--- src/hw/rtl/rgrc_pkg.sv ---
package rgrc_pkg;

  // sequencer states
  typedef enum logic [3:0] {
    ST_IDLE,
    ST_M1,
    ST_M2,
    ST_DEC,
    ST_MUL5,
    ST_ADD,
    ST_DIV,
    ST_D,
    ST_G,
    ST_GCHK,
    ST_SCALE,
    ST_WIN
  } st_t;

  // item kinds
  localparam logic [1:0] OP_ACK   = 2'd0;
  localparam logic [1:0] OP_ENTER = 2'd1;

  // zones reported with each result
  localparam logic [2:0] ZN_NONE  = 3'd0;
  localparam logic [2:0] ZN_LOW   = 3'd1;
  localparam logic [2:0] ZN_HIGH  = 3'd2;
  localparam logic [2:0] ZN_RISE  = 3'd3;
  localparam logic [2:0] ZN_HYPER = 3'd4;
  localparam logic [2:0] ZN_FALL  = 3'd5;

  // register indexes
  localparam logic [2:0] REG_EWMA   = 3'd0;
  localparam logic [2:0] REG_BETA   = 3'd1;
  localparam logic [2:0] REG_STEP   = 3'd2;
  localparam logic [2:0] REG_HIGH   = 3'd3;
  localparam logic [2:0] REG_LOW    = 3'd4;
  localparam logic [2:0] REG_MINRTT = 3'd5;
  localparam logic [2:0] REG_START  = 3'd6;

  // register reset values
  localparam logic [15:0] DEF_EWMA   = 16'd6554;
  localparam logic [15:0] DEF_BETA   = 16'd52429;
  localparam logic [31:0] DEF_STEP   = 32'd65536;
  localparam logic [23:0] DEF_HIGH   = 24'd50000;
  localparam logic [23:0] DEF_LOW    = 24'd2000;
  localparam logic [23:0] DEF_MINRTT = 24'd2000;
  localparam logic [31:0] DEF_START  = 32'd65536;

  localparam logic [16:0] Q16_ONE      = 17'h10000;
  localparam logic [2:0]  HYPER_ROUNDS = 3'd5;
  localparam logic [24:0] HYPER_MULT   = 25'd5;

endpackage

--- src/hw/rtl/rtt_gradient_rate_control.sv ---
// channel | dir | beat contents
// in_     | in  | tdata: rtt_us[23:0] acked_seq[55:24] next_tx_seq[87:56]; tuser: opcode[1:0]
// out_    | out | tdata: cwnd_bytes[31:0]; tuser: updated[0] zone[3:1]
// cfg_    | in  | cfg_addr register index, cfg_data value (low bits used)
//
// an item that adjusts nothing goes straight to the window step; a round first updates the average,
// then adds a step (low, rise, hyperactive), divides and scales (high, gradient fall) or wipes the rate:
// a 16-step restoring divider and one shared 33x25 multiplier run each step in turn
// in_tready is high only while the sequencer is idle; a result waits in the output
// register and the next item is taken meanwhile; the window step holds while it waits
// rst_n is synchronous; registers return to their defaults, rate to the default start
module rtt_gradient_rate_control (
  input  logic        clk,
  input  logic        rst_n,
  input  logic        in_tvalid,
  output logic        in_tready,
  input  logic [87:0] in_tdata,   // rtt_us, acked_seq, next_tx_seq
  input  logic [1:0]  in_tuser,   // opcode
  output logic        out_tvalid,
  input  logic        out_tready,
  output logic [31:0] out_tdata,  // cwnd_bytes
  output logic [3:0]  out_tuser,  // updated, zone
  input  logic        cfg_valid,
  output logic        cfg_ready,
  input  logic [2:0]  cfg_addr,
  input  logic [31:0] cfg_data
);

  // configuration registers
  logic [15:0] ewma_r, beta_r;
  logic [31:0] step_cfg_r;
  logic [23:0] high_r, low_r, minrtt_r;

  // control state
  rgrc_pkg::st_t state_r, state_nxt;
  logic [31:0] rate_r, rate_nxt;
  logic [31:0] avg_r, avg_nxt;            // signed q8
  logic [23:0] prev_rtt_r, prev_rtt_nxt;
  logic        prev_valid_r, prev_valid_nxt;
  logic [2:0]  rise_r, rise_nxt;
  logic [31:0] edge_r, edge_nxt;
  logic        ctl_on_r, ctl_on_nxt;
  logic [23:0] last_rtt_r, last_rtt_nxt;

  // working registers
  logic [23:0] new_rtt_r, new_rtt_nxt;
  logic [24:0] diff_r, diff_nxt;
  logic [50:0] acc_r, acc_nxt;
  logic [34:0] step_r, step_nxt;
  logic [23:0] rem_r, rem_nxt;
  logic [15:0] quo_r, quo_nxt;
  logic [23:0] dvs_r, dvs_nxt;
  logic [3:0]  cnt_r, cnt_nxt;
  logic [16:0] fac_r, fac_nxt;
  logic [2:0]  zone_r, zone_nxt;
  logic        upd_r, upd_nxt;

  // output register
  logic        ovalid_r, ovalid_nxt;
  logic [31:0] ocwnd_r, ocwnd_nxt;
  logic [3:0]  ouser_r, ouser_nxt;

  // shared multiplier
  logic signed [32:0] mul_a;
  logic signed [24:0] mul_b;
  logic signed [57:0] prod;
  assign prod = mul_a * mul_b;

  logic [23:0] min_eff;
  assign min_eff = (minrtt_r == 24'd0) ? 24'd1 : minrtt_r;

  logic [1:0]  opcode;
  logic [23:0] in_rtt;
  logic [31:0] in_acked, in_next;
  assign opcode   = in_tuser;
  assign in_rtt   = in_tdata[23:0];
  assign in_acked = in_tdata[55:24];
  assign in_next  = in_tdata[87:56];

  logic [31:0] seq_gap;
  assign seq_gap = in_acked - edge_r;

  // locals of the combinational block
  logic [23:0] smp;
  logic [50:0] sum;
  logic [34:0] shd;
  logic [35:0] radd;
  logic [24:0] trial;
  logic        ge;
  logic [39:0] win;

  assign in_tready  = (state_r == rgrc_pkg::ST_IDLE);
  assign cfg_ready  = 1'b1;
  assign out_tvalid = ovalid_r;
  assign out_tdata  = ocwnd_r;
  assign out_tuser  = ouser_r;

  always_comb begin
    state_nxt      = state_r;
    rate_nxt       = rate_r;
    avg_nxt        = avg_r;
    prev_rtt_nxt   = prev_rtt_r;
    prev_valid_nxt = prev_valid_r;
    rise_nxt       = rise_r;
    edge_nxt       = edge_r;
    ctl_on_nxt     = ctl_on_r;
    last_rtt_nxt   = last_rtt_r;
    new_rtt_nxt    = new_rtt_r;
    diff_nxt       = diff_r;
    acc_nxt        = acc_r;
    step_nxt       = step_r;
    rem_nxt        = rem_r;
    quo_nxt        = quo_r;
    dvs_nxt        = dvs_r;
    cnt_nxt        = cnt_r;
    fac_nxt        = fac_r;
    zone_nxt       = zone_r;
    upd_nxt        = upd_r;
    ovalid_nxt     = ovalid_r & ~out_tready;
    ocwnd_nxt      = ocwnd_r;
    ouser_nxt      = ouser_r;
    mul_a          = '0;
    mul_b          = '0;
    smp            = (in_rtt != 24'd0) ? in_rtt : last_rtt_r;
    sum            = '0;
    shd            = '0;
    radd           = '0;
    trial          = {rem_r, quo_r[15]};
    ge             = (trial >= {1'b0, dvs_r});
    win            = '0;

    unique case (state_r)
      rgrc_pkg::ST_IDLE: begin
        if (in_tvalid) begin
          upd_nxt   = 1'b0;
          zone_nxt  = rgrc_pkg::ZN_NONE;
          state_nxt = rgrc_pkg::ST_WIN;
          priority if (opcode == rgrc_pkg::OP_ACK) begin
            last_rtt_nxt = smp;
            if (ctl_on_r && !seq_gap[31]) begin
              // round closed
              edge_nxt       = in_next;
              new_rtt_nxt    = smp;
              diff_nxt       = prev_valid_r ? ({1'b0, smp} - {1'b0, prev_rtt_r}) : 25'd0;
              prev_rtt_nxt   = smp;
              prev_valid_nxt = 1'b1;
              upd_nxt        = 1'b1;
              state_nxt      = rgrc_pkg::ST_M1;
            end
          end else if (opcode == rgrc_pkg::OP_ENTER) begin
            ctl_on_nxt = 1'b1;
            edge_nxt   = in_next;
          end else begin
            ctl_on_nxt = 1'b0;
          end
        end
      end
      rgrc_pkg::ST_M1: begin
        // (1 - alpha) * avg
        mul_a     = {avg_r[31], avg_r};
        mul_b     = {8'd0, rgrc_pkg::Q16_ONE - {1'b0, ewma_r}};
        acc_nxt   = {prod[49], prod[49:0]};
        state_nxt = rgrc_pkg::ST_M2;
      end
      rgrc_pkg::ST_M2: begin
        // + alpha * diff * 256, floor to q8, saturate
        mul_a = {{8{diff_r[24]}}, diff_r};
        mul_b = {9'd0, ewma_r};
        sum   = acc_r + {{2{prod[40]}}, prod[40:0], 8'd0};
        shd   = sum[50:16];
        if (shd[34:31] == {4{shd[34]}})
          avg_nxt = shd[31:0];
        else
          avg_nxt = shd[34] ? 32'h8000_0000 : 32'h7fff_ffff;
        state_nxt = rgrc_pkg::ST_DEC;
      end
      rgrc_pkg::ST_DEC: begin
        priority if (new_rtt_r < low_r) begin
          rise_nxt  = '0;
          step_nxt  = {3'd0, step_cfg_r};
          zone_nxt  = rgrc_pkg::ZN_LOW;
          state_nxt = rgrc_pkg::ST_ADD;
        end else if (new_rtt_r > high_r) begin
          // f = high * 2^16 / new_rtt, quotient below 2^16
          rise_nxt  = '0;
          rem_nxt   = high_r;
          quo_nxt   = '0;
          dvs_nxt   = new_rtt_r;
          cnt_nxt   = '0;
          zone_nxt  = rgrc_pkg::ZN_HIGH;
          state_nxt = rgrc_pkg::ST_DIV;
        end else if (avg_r[31] || avg_r == 32'd0) begin
          if (rise_r + 3'd1 >= rgrc_pkg::HYPER_ROUNDS) begin
            rise_nxt  = '0;
            zone_nxt  = rgrc_pkg::ZN_HYPER;
            state_nxt = rgrc_pkg::ST_MUL5;
          end else begin
            rise_nxt  = rise_r + 3'd1;
            step_nxt  = {3'd0, step_cfg_r};
            zone_nxt  = rgrc_pkg::ZN_RISE;
            state_nxt = rgrc_pkg::ST_ADD;
          end
        end else begin
          rise_nxt  = '0;
          zone_nxt  = rgrc_pkg::ZN_FALL;
          state_nxt = rgrc_pkg::ST_G;
        end
      end
      rgrc_pkg::ST_MUL5: begin
        mul_a     = {1'b0, step_cfg_r};
        mul_b     = rgrc_pkg::HYPER_MULT;
        step_nxt  = prod[34:0];
        state_nxt = rgrc_pkg::ST_ADD;
      end
      rgrc_pkg::ST_ADD: begin
        radd      = {4'd0, rate_r} + {1'b0, step_r};
        rate_nxt  = (radd[35:32] != 4'd0) ? 32'hffff_ffff : radd[31:0];
        state_nxt = rgrc_pkg::ST_WIN;
      end
      rgrc_pkg::ST_DIV: begin
        // one restoring step per cycle, quotient shifts in behind the dividend
        rem_nxt = ge ? 24'(trial - {1'b0, dvs_r}) : trial[23:0];
        quo_nxt = {quo_r[14:0], ge};
        cnt_nxt = cnt_r + 4'd1;
        if (cnt_r == 4'd15) begin
          if (zone_r == rgrc_pkg::ZN_HIGH) begin
            state_nxt = rgrc_pkg::ST_D;
          end else begin
            fac_nxt   = rgrc_pkg::Q16_ONE - {1'b0, quo_nxt};
            state_nxt = rgrc_pkg::ST_SCALE;
          end
        end
      end
      rgrc_pkg::ST_D: begin
        // d = beta * (1 - f)
        mul_a     = {16'd0, rgrc_pkg::Q16_ONE - {1'b0, quo_r}};
        mul_b     = {9'd0, beta_r};
        fac_nxt   = rgrc_pkg::Q16_ONE - {1'b0, prod[31:16]};
        state_nxt = rgrc_pkg::ST_SCALE;
      end
      rgrc_pkg::ST_G: begin
        // beta * avg / 256, avg positive here
        mul_a     = {avg_r[31], avg_r};
        mul_b     = {9'd0, beta_r};
        acc_nxt   = {12'd0, prod[46:8]};
        state_nxt = rgrc_pkg::ST_GCHK;
      end
      rgrc_pkg::ST_GCHK: begin
        if (acc_r[39:0] >= {min_eff, 16'd0}) begin
          // gradient of one or more wipes the rate
          rate_nxt  = '0;
          state_nxt = rgrc_pkg::ST_WIN;
        end else begin
          rem_nxt   = {1'b0, acc_r[38:16]};
          quo_nxt   = acc_r[15:0];
          dvs_nxt   = min_eff;
          cnt_nxt   = '0;
          state_nxt = rgrc_pkg::ST_DIV;
        end
      end
      rgrc_pkg::ST_SCALE: begin
        mul_a     = {1'b0, rate_r};
        mul_b     = {8'd0, fac_r};
        rate_nxt  = prod[47:16];
        state_nxt = rgrc_pkg::ST_WIN;
      end
      rgrc_pkg::ST_WIN: begin
        mul_a = {1'b0, rate_r};
        mul_b = {1'b0, min_eff};
        win   = prod[55:16];
        if (!ovalid_r || out_tready) begin
          ovalid_nxt = 1'b1;
          ocwnd_nxt  = (win[39:32] != 8'd0) ? 32'hffff_ffff : win[31:0];
          ouser_nxt  = {zone_r, upd_r};
          state_nxt  = rgrc_pkg::ST_IDLE;
        end
      end
      default: state_nxt = rgrc_pkg::ST_IDLE;
    endcase
  end

  always_ff @(posedge clk) begin
    if (!rst_n) begin
      state_r      <= rgrc_pkg::ST_IDLE;
      rate_r       <= rgrc_pkg::DEF_START;
      avg_r        <= '0;
      prev_rtt_r   <= '0;
      prev_valid_r <= 1'b0;
      rise_r       <= '0;
      edge_r       <= '0;
      ctl_on_r     <= 1'b1;
      last_rtt_r   <= '0;
      ovalid_r     <= 1'b0;
      ewma_r       <= rgrc_pkg::DEF_EWMA;
      beta_r       <= rgrc_pkg::DEF_BETA;
      step_cfg_r   <= rgrc_pkg::DEF_STEP;
      high_r       <= rgrc_pkg::DEF_HIGH;
      low_r        <= rgrc_pkg::DEF_LOW;
      minrtt_r     <= rgrc_pkg::DEF_MINRTT;
    end else begin
      state_r      <= state_nxt;
      rate_r       <= rate_nxt;
      avg_r        <= avg_nxt;
      prev_rtt_r   <= prev_rtt_nxt;
      prev_valid_r <= prev_valid_nxt;
      rise_r       <= rise_nxt;
      edge_r       <= edge_nxt;
      ctl_on_r     <= ctl_on_nxt;
      last_rtt_r   <= last_rtt_nxt;
      ovalid_r     <= ovalid_nxt;
      if (cfg_valid) begin
        unique case (cfg_addr)
          rgrc_pkg::REG_EWMA:   ewma_r     <= cfg_data[15:0];
          rgrc_pkg::REG_BETA:   beta_r     <= cfg_data[15:0];
          rgrc_pkg::REG_STEP:   step_cfg_r <= cfg_data;
          rgrc_pkg::REG_HIGH:   high_r     <= cfg_data[23:0];
          rgrc_pkg::REG_LOW:    low_r      <= cfg_data[23:0];
          rgrc_pkg::REG_MINRTT: minrtt_r   <= cfg_data[23:0];
          rgrc_pkg::REG_START:  ;  // start rate is reloaded only by reset, at its default
          default: ;
        endcase
      end
    end
  end

  // working and payload registers, no reset
  always_ff @(posedge clk) begin
    new_rtt_r <= new_rtt_nxt;
    diff_r    <= diff_nxt;
    acc_r     <= acc_nxt;
    step_r    <= step_nxt;
    rem_r     <= rem_nxt;
    quo_r     <= quo_nxt;
    dvs_r     <= dvs_nxt;
    cnt_r     <= cnt_nxt;
    fac_r     <= fac_nxt;
    zone_r    <= zone_nxt;
    upd_r     <= upd_nxt;
    ocwnd_r   <= ocwnd_nxt;
    ouser_r   <= ouser_nxt;
  end

endmodule
--- config.mk ---
export PLATFORM = sky130hd
export DESIGN_NAME = rtt_gradient_rate_control
export DESIGN_NICKNAME = d
export VERILOG_FILES = /design/src/hw/rtl/rgrc_pkg.sv /design/src/hw/rtl/rtt_gradient_rate_control.sv
export SDC_FILE = /design/constraint.sdc
export NUM_CORES = 2
export LEC_CHECK = 0
export ABC_AREA = 1
export BUFFER_PORTS_ARGS = -buffer_cell sky130_fd_sc_hd__buf_2
export CAP_MARGIN = 30
export CELL_PAD_IN_SITES_DETAIL_PLACEMENT = 0
export CELL_PAD_IN_SITES_GLOBAL_PLACEMENT = 1
export CORE_ASPECT_RATIO = 1.25
export CORE_MARGIN = 4
export CORE_UTILIZATION = 34
export CTS_CLUSTER_DIAMETER = 80
export CTS_CLUSTER_SIZE = 25
export DETAILED_ROUTE_END_ITERATION = 10
export PLACE_DENSITY = 0.69
export SETUP_SLACK_MARGIN = 0.4
export SLEW_MARGIN = 20
export SYNTH_ARGS = -nofsm -noshare
export SYNTH_HDL_FRONTEND = slang
export SYNTH_SLANG_ARGS = --single-unit
export TNS_END_PERCENT = 5
--- constraint.sdc ---
create_clock -name clk -period 11.6 [get_ports clk]
set_clock_uncertainty 0.1 [all_clocks]
set_input_delay 0 -clock clk [delete_from_list [all_inputs] [get_ports clk]]
set_output_delay 0 -clock clk [all_outputs]
set_load 0.01 [all_outputs]
Word level (Yosys, flattened, before mapping)
Cells that the tools add are included.

Register bits: 550. Input bits: 130. Logic and storage cells: 189.

Add/subtract/negate cells: 11. Multipliers: 1. $lt $le $gt $ge: 5. Equality and inequality tests: 32. Muxes and demuxes: 64. Bitwise operators: 3. Reductions and logical operators: 44.

Operator list (number): 2-to-1 mux 32 bit (7); 2-to-1 mux 24 bit (9); case mux 33 bit (5 select lines) (1); case mux 24 bit (6 select lines) (1); 2-to-1 mux 35 bit (4); case mux 51 bit (2 select lines) (1); case mux 32 bit (3 select lines) (1); case mux 24 bit (3 select lines) (1); case mux 35 bit (2 select lines) (1); subtractor 17 x 16 -> 17 bit (first input constant) (4); multiplier 33 x 25 -> 56 bit (1); 2-to-1 mux 4 bit (13); adder 51 bit (1); 2-to-1 mux 16 bit (3); case mux 16 bit (3 select lines) (1); case mux 24 bit (2 select lines) (1); case mux 4 bit (11 select lines) (1); greater-or-equal comparator 40 bit (1); adder 32 x 35 -> 36 bit (1); 2-to-1 mux 17 bit (2); case mux 17 bit (2 select lines) (1); zero test 32 bit (1); subtractor 32 bit (1); 2-to-1 mux 3 bit (9); 41 further kinds (93).

Logic depth before layout (Yosys ltp)
Depth after elaboration: 7. Mapped depth: 65. Mapped depth without buffers: 63.

Least setup slack after synthesis
No wires, ideal clock.

Kind: flip-flop to flip-flop. Start: register state_r[0]. End: register avg_r[26]. Library setup time: 0.070 ns. Arrival: 10.531 ns. Path slack: 0.899 ns. Stages on the path, launching flop included: 50. Period minus slack after synthesis: 10.701 ns. Cell sequence: dfxtp_1 -> inv_2 -> nor2_1 -> nand2_2 -> nand2_4 -> clkbuf_1 -> a221oi_1 -> nand2_1 -> clkbuf_1 -> nand2_1 -> fa_1 -> inv_1 -> fa_1 -> inv_1 -> fa_1 -> fa_1 -> inv_1 -> fa_1 -> (+14 left out) -> inv_1 -> ha_1 -> a21oi_1 -> inv_1 -> a31oi_1 -> o21ai_0 -> nand2_1 -> o211ai_1 -> a21oi_1 -> nand2_2 -> xor2_1 -> inv_2 -> nand2_1 -> nand2_1 -> nor2_4 -> buf_4 -> nand2_1 -> a21oi_1.

Longest elaborated chain between the ends: 7. Elaborated cells on any way between the ends: 17.

RTL lines: from (decl) (RTL line rtt_gradient_rate_control.sv:35) `rgrc_pkg::st_t state_r, state_nxt;`; from (signal assigned) (RTL line rtt_gradient_rate_control.sv:284) `state_r <= rgrc_pkg::ST_IDLE;`; from (signal assigned) (RTL line rtt_gradient_rate_control.sv:301) `state_r <= state_nxt;`; equality test 4 bit, or another cell as far along (RTL line rtt_gradient_rate_control.sv:132) `unique case (state_r)`; OR reduction 2 bit (no line); case mux 24 bit (6 select lines) or case mux 33 bit (5 select lines) (tied branches) (RTL line rtt_gradient_rate_control.sv:132); multiplier 33 x 25 -> 56 bit (*) (RTL line rtt_gradient_rate_control.sv:67) `assign prod = mul_a * mul_b;`; net prod[33] (RTL line rtt_gradient_rate_control.sv:66) `logic signed [57:0] prod;`; adder 51 bit (*) (RTL line rtt_gradient_rate_control.sv:169) `sum = acc_r + {{2{prod[40]}}, prod[40:0], 8'd0};`; equality test 3 bit or 2-to-1 mux 32 bit (tied branches) (RTL line rtt_gradient_rate_control.sv:171, rtt_gradient_rate_control.sv:174); 2-to-1 mux 32 bit (*) (RTL line rtt_gradient_rate_control.sv:171) `if (shd[34:31] == {4{shd[34]}})`; to (signal assigned) (RTL line rtt_gradient_rate_control.sv:303) `avg_r <= avg_nxt;`; to (decl) (RTL line rtt_gradient_rate_control.sv:37) `logic [31:0] avg_r, avg_nxt;`.

The timed path passes the listed nets; every way through them passes the cells marked *. A chain may end at the register's enable or synchronous reset.

Worst setup path after layout
Start: register state_r[0]. End: register avg_r[22].

Same word-level chain as after synthesis.

==> metrics.txt <==
status=completed; CP Max Fanout=22; Hold Violations, Final=0; clock tree from TritonCTS=done; capturing element type of the critical path=flip-flop; Yosys cell types=59; row cnt=about 170; Worst EP arrival=approximately 11,000 ps; Die Ht=479 µm; First DRT Iteration DRCs=around 4,000; maximum number of pins on one net before global-route repair=96; final-layout setup total negative slack=0 ps; Critical Path Start Type=flip-flop; count of vias placed by the detailed router=53,200; number of top-level pins=169; Max transition margin=31.9%; endpoint of the worst-slack reg-to-reg timing path=avg_r[22]; Post-Syn Area per Cell=7.92 µm²; count of mapped cells out of synthesis=7,600; nets=just over 9,000; final count of pins violating max slew=0; Port Buf Inserts=about 170; proportion of layout cells with a drive suffix above 1=9.19%; global-route wire length before repair=354,000 µm; H-tree depth=2; Die W=just under 400 µm; DIE AREA=approximately 0.18 mm²; iteration count of the initial detailed-routing pass=6; Clock Path Buffers=3; min-delay src=in_tdata[60]; cell depth of the worst hold path=4; initial standard-cell utilization of the core=34.2%; total track usage=25.9%; reg-to-reg startpoint=state_r[0]; fraction of the yosys area taken by sequential cells=between 20% and 30%; worst-margin pin slew=1010 ps; Synth Register Bits=549; clock insertion delay at the later pin of the skew report=680 ps; gpl congestion=roughly 1.0; Crit Path Category=flip-flop to flip-flop; area delta synth->final=14.7%; antenna violations before repair=6; number of vias per cell after detailed routing=slightly above 5; maximum single-stage delay on the critical path=approximately 700 ps; number of design rule violations left after detail routing=0; Ys Warns=0; core footprint=around 0.18 mm²; number of flops mapped to enable cells by yosys=around 260; most instantiated flip-flop cell in the synthesis netlist=dfxtp_1; clk root buf=clkbuf_16; Setup Viol. Count Final=0; count of filler cells inserted in the layout=18,300; number of global-route vias before repair=about 54,000; part of the cycle the worst path needs=between 90% and 100%; antenna-violating nets left=0; master of the slowest instance on the critical path=nand4_1; mapped cell area=0.0602 mm²; GR Overflow Total=0; fraction of synthesis flops using an asynchronous set or reset pin=0%; required time of the critical path=approximately 12,000 ps; time the final worst path needs with I/O delays and setup=10,760 ps; library cell appearing most often on the critical path=nand2_1; CTS Sinks=549; worst hold endpoint=edge_r[4]; CTS Buf Count=38; clock edge transition at the registers on the reported setup and hold paths=100 ps; number of maximum-capacitance constraint violations=0; maximum clock frequency=92.9 MHz; RSZ-0062 raised after global routing=yes; cell depth of the worst flop-to-flop path=48; Total Routed Length=242,000 µm; R2R setup slack=about 840 ps; Detail Placement HPWL=around 200,000 µm; Worst Hold Class=input port to flip-flop; drt wl/cell=23.4 µm
-- critical path, delay by kind of cell, from the launching register on --
kind / cells / cell delay [ps]
AO/OA/AOI/OAI: 9 / 1550
adder cells (fa/ha/maj): 9 / 4340
AND/OR/NAND/NOR: 16 / 2510
flip-flops: 1 / 390
buffers and inverters: 14 / 1800
-- metrics by stage --
| stage | util [%] | hold WS [ps] | area (µm²) | instances | setup WS [ps] |
|---|---|---|---|---|---|
| 2_1_floorplan | - | 26.3 | 60300 | 7609 | 899 |
| 3_3_place_gp | 36.9 | 131 | 64900 | 10100 | 117 |
| 3_5_place_dp | 37.0 | 135 | 65000 | 10100 | 264 |
| 4_1_cts | 38.6 | 2.11 | 67900 | 10300 | 417 |
| 5_1_grt | 39.3 | 68.7 | 69100 | 10300 | 283 |
| 6_report | 39.3 | 42.2 | 69100 | 10300 | 841 |
-- timing repair --
item / 4_1_cts / 5_1_grt
pin swaps: 0 / 25
gates resized for setup: 16 / 203
endpoints found under the setup margin: 31 / 50
gates cloned: 0 / 6
endpoints found under the hold margin: 252 / 0
buffers inserted: 0 / 21
hold buffers: 150 / 0
-- synth_stat cells (all sizes together), types with 5 or more instances --
library cell     n  area [µm²]
a31oi           29         181
fa             796       15900
inv           1597        5990
and2             5        31.3
a22o             9        78.8
nand4           74         463
a22oi            5        37.5
and3             9        56.3
o221ai           8        70.1
a211oi          11        82.6
a21boi          15         113
o21bai          16         120
nor4            33         225
clkinv          13        48.8
o21ai          627        3140
xor2            92         806
a221oi          23         201
clkbuf         247         927
edfxtp         259        7780
nand3          121         606
nand2         1391        5240
dfxtp          290        5810
nor2           677        2560
a21o            12        90.1
ha             384        4800
buf             35         173
o21a            30         225
a21oi          579        2900
xnor2           53         464
or2             17         106
o211ai          61         458
nor3            55         280
-- cells in the final DEF, fill, tap and decap left out, types with 20 or more instances in the layout --
cell type,n
xnor2_1,50
nor2_2,28
nor2_1,639
inv_2,20
a221oi_1,22
o21a_1,30
inv_1,1568
dlygate4sd3_1,150
clkbuf_16,46
a31oi_1,25
nand2_1,1358
nor4_1,25
dfxtp_1,290
xor2_1,89
nand4_1,74
fa_1,788
nand3_1,119
ha_1,365
a21oi_2,30
o21ai_0,595
nand2_2,27
buf_4,238
nor3_1,49
o211ai_1,61
o21ai_1,27
buf_2,169
a21oi_1,546
edfxtp_1,259
-- logic make-up (layout without fill, tap and decap cells) --
kind of cell | Yosys count | in the layout | share of synthesized area (%)
flops | 549 | 549 | 22.6
other cells | 2 | 18 | 0.0125
compound gates | 1439 | 1439 | 13.0
fa+ha+maj | 1180 | 1180 | 34.4
xor+xnor | 145 | 145 | 2.11
buf+inv | 1892 | 2272 | 11.9
simple gates | 2393 | 2393 | 16.0
-- sequential cells by signal (all words and copies together), names as in the netlist, 25 cells and up --
name        flops
acc_r          50
step_r         35
avg_r          32
edge_r         32
out_tdata      32
rate_r         32
step_cfg_r     32
diff_r         25
-- per-layer routing --
metal,GRT usage (%),share of wire [%],vias to the layer above
li1,-,-,24500
met1,31.6,39,26500
met2,45.2,49,1776
met3,3.21,5.9,423
met4,12.4,6.1,0
met5,0,0,-
-- worst max-delay path by stage --
stage,from,end,slack [ps],depth (start not counted)
after global routing,quo_r[1],avg_r[14],280,61
after floorplan,state_r[0],avg_r[26],900,49
after CTS,quo_r[3],avg_r[18],420,56
after global placement,quo_r[3],avg_r[7],120,53
after detailed placement,quo_r[3],avg_r[9],260,50
final,state_r[0],avg_r[22],840,48
-- cell type report --
| class | instances | area, µm² | area share (%) |
|---|---|---|---|
| inverters | 1610 | 6090 | 8.82 |
| diodes | 7 | 17.5 | 0.0254 |
| clock inverters | 27 | 305 | 0.442 |
| flip-flops and latches | 549 | 13600 | 19.7 |
| well taps | 2349 | 2940 | 4.26 |
| multi-input cells | 5168 | 40300 | 58.3 |
| repair buffers | 593 | 4820 | 6.98 |
| clock buffers | 42 | 1020 | 1.47 |
Power is left out: the tool's default activity adds up to more than one toggle a clock period on the data nets, which glitch-free logic cannot reach.
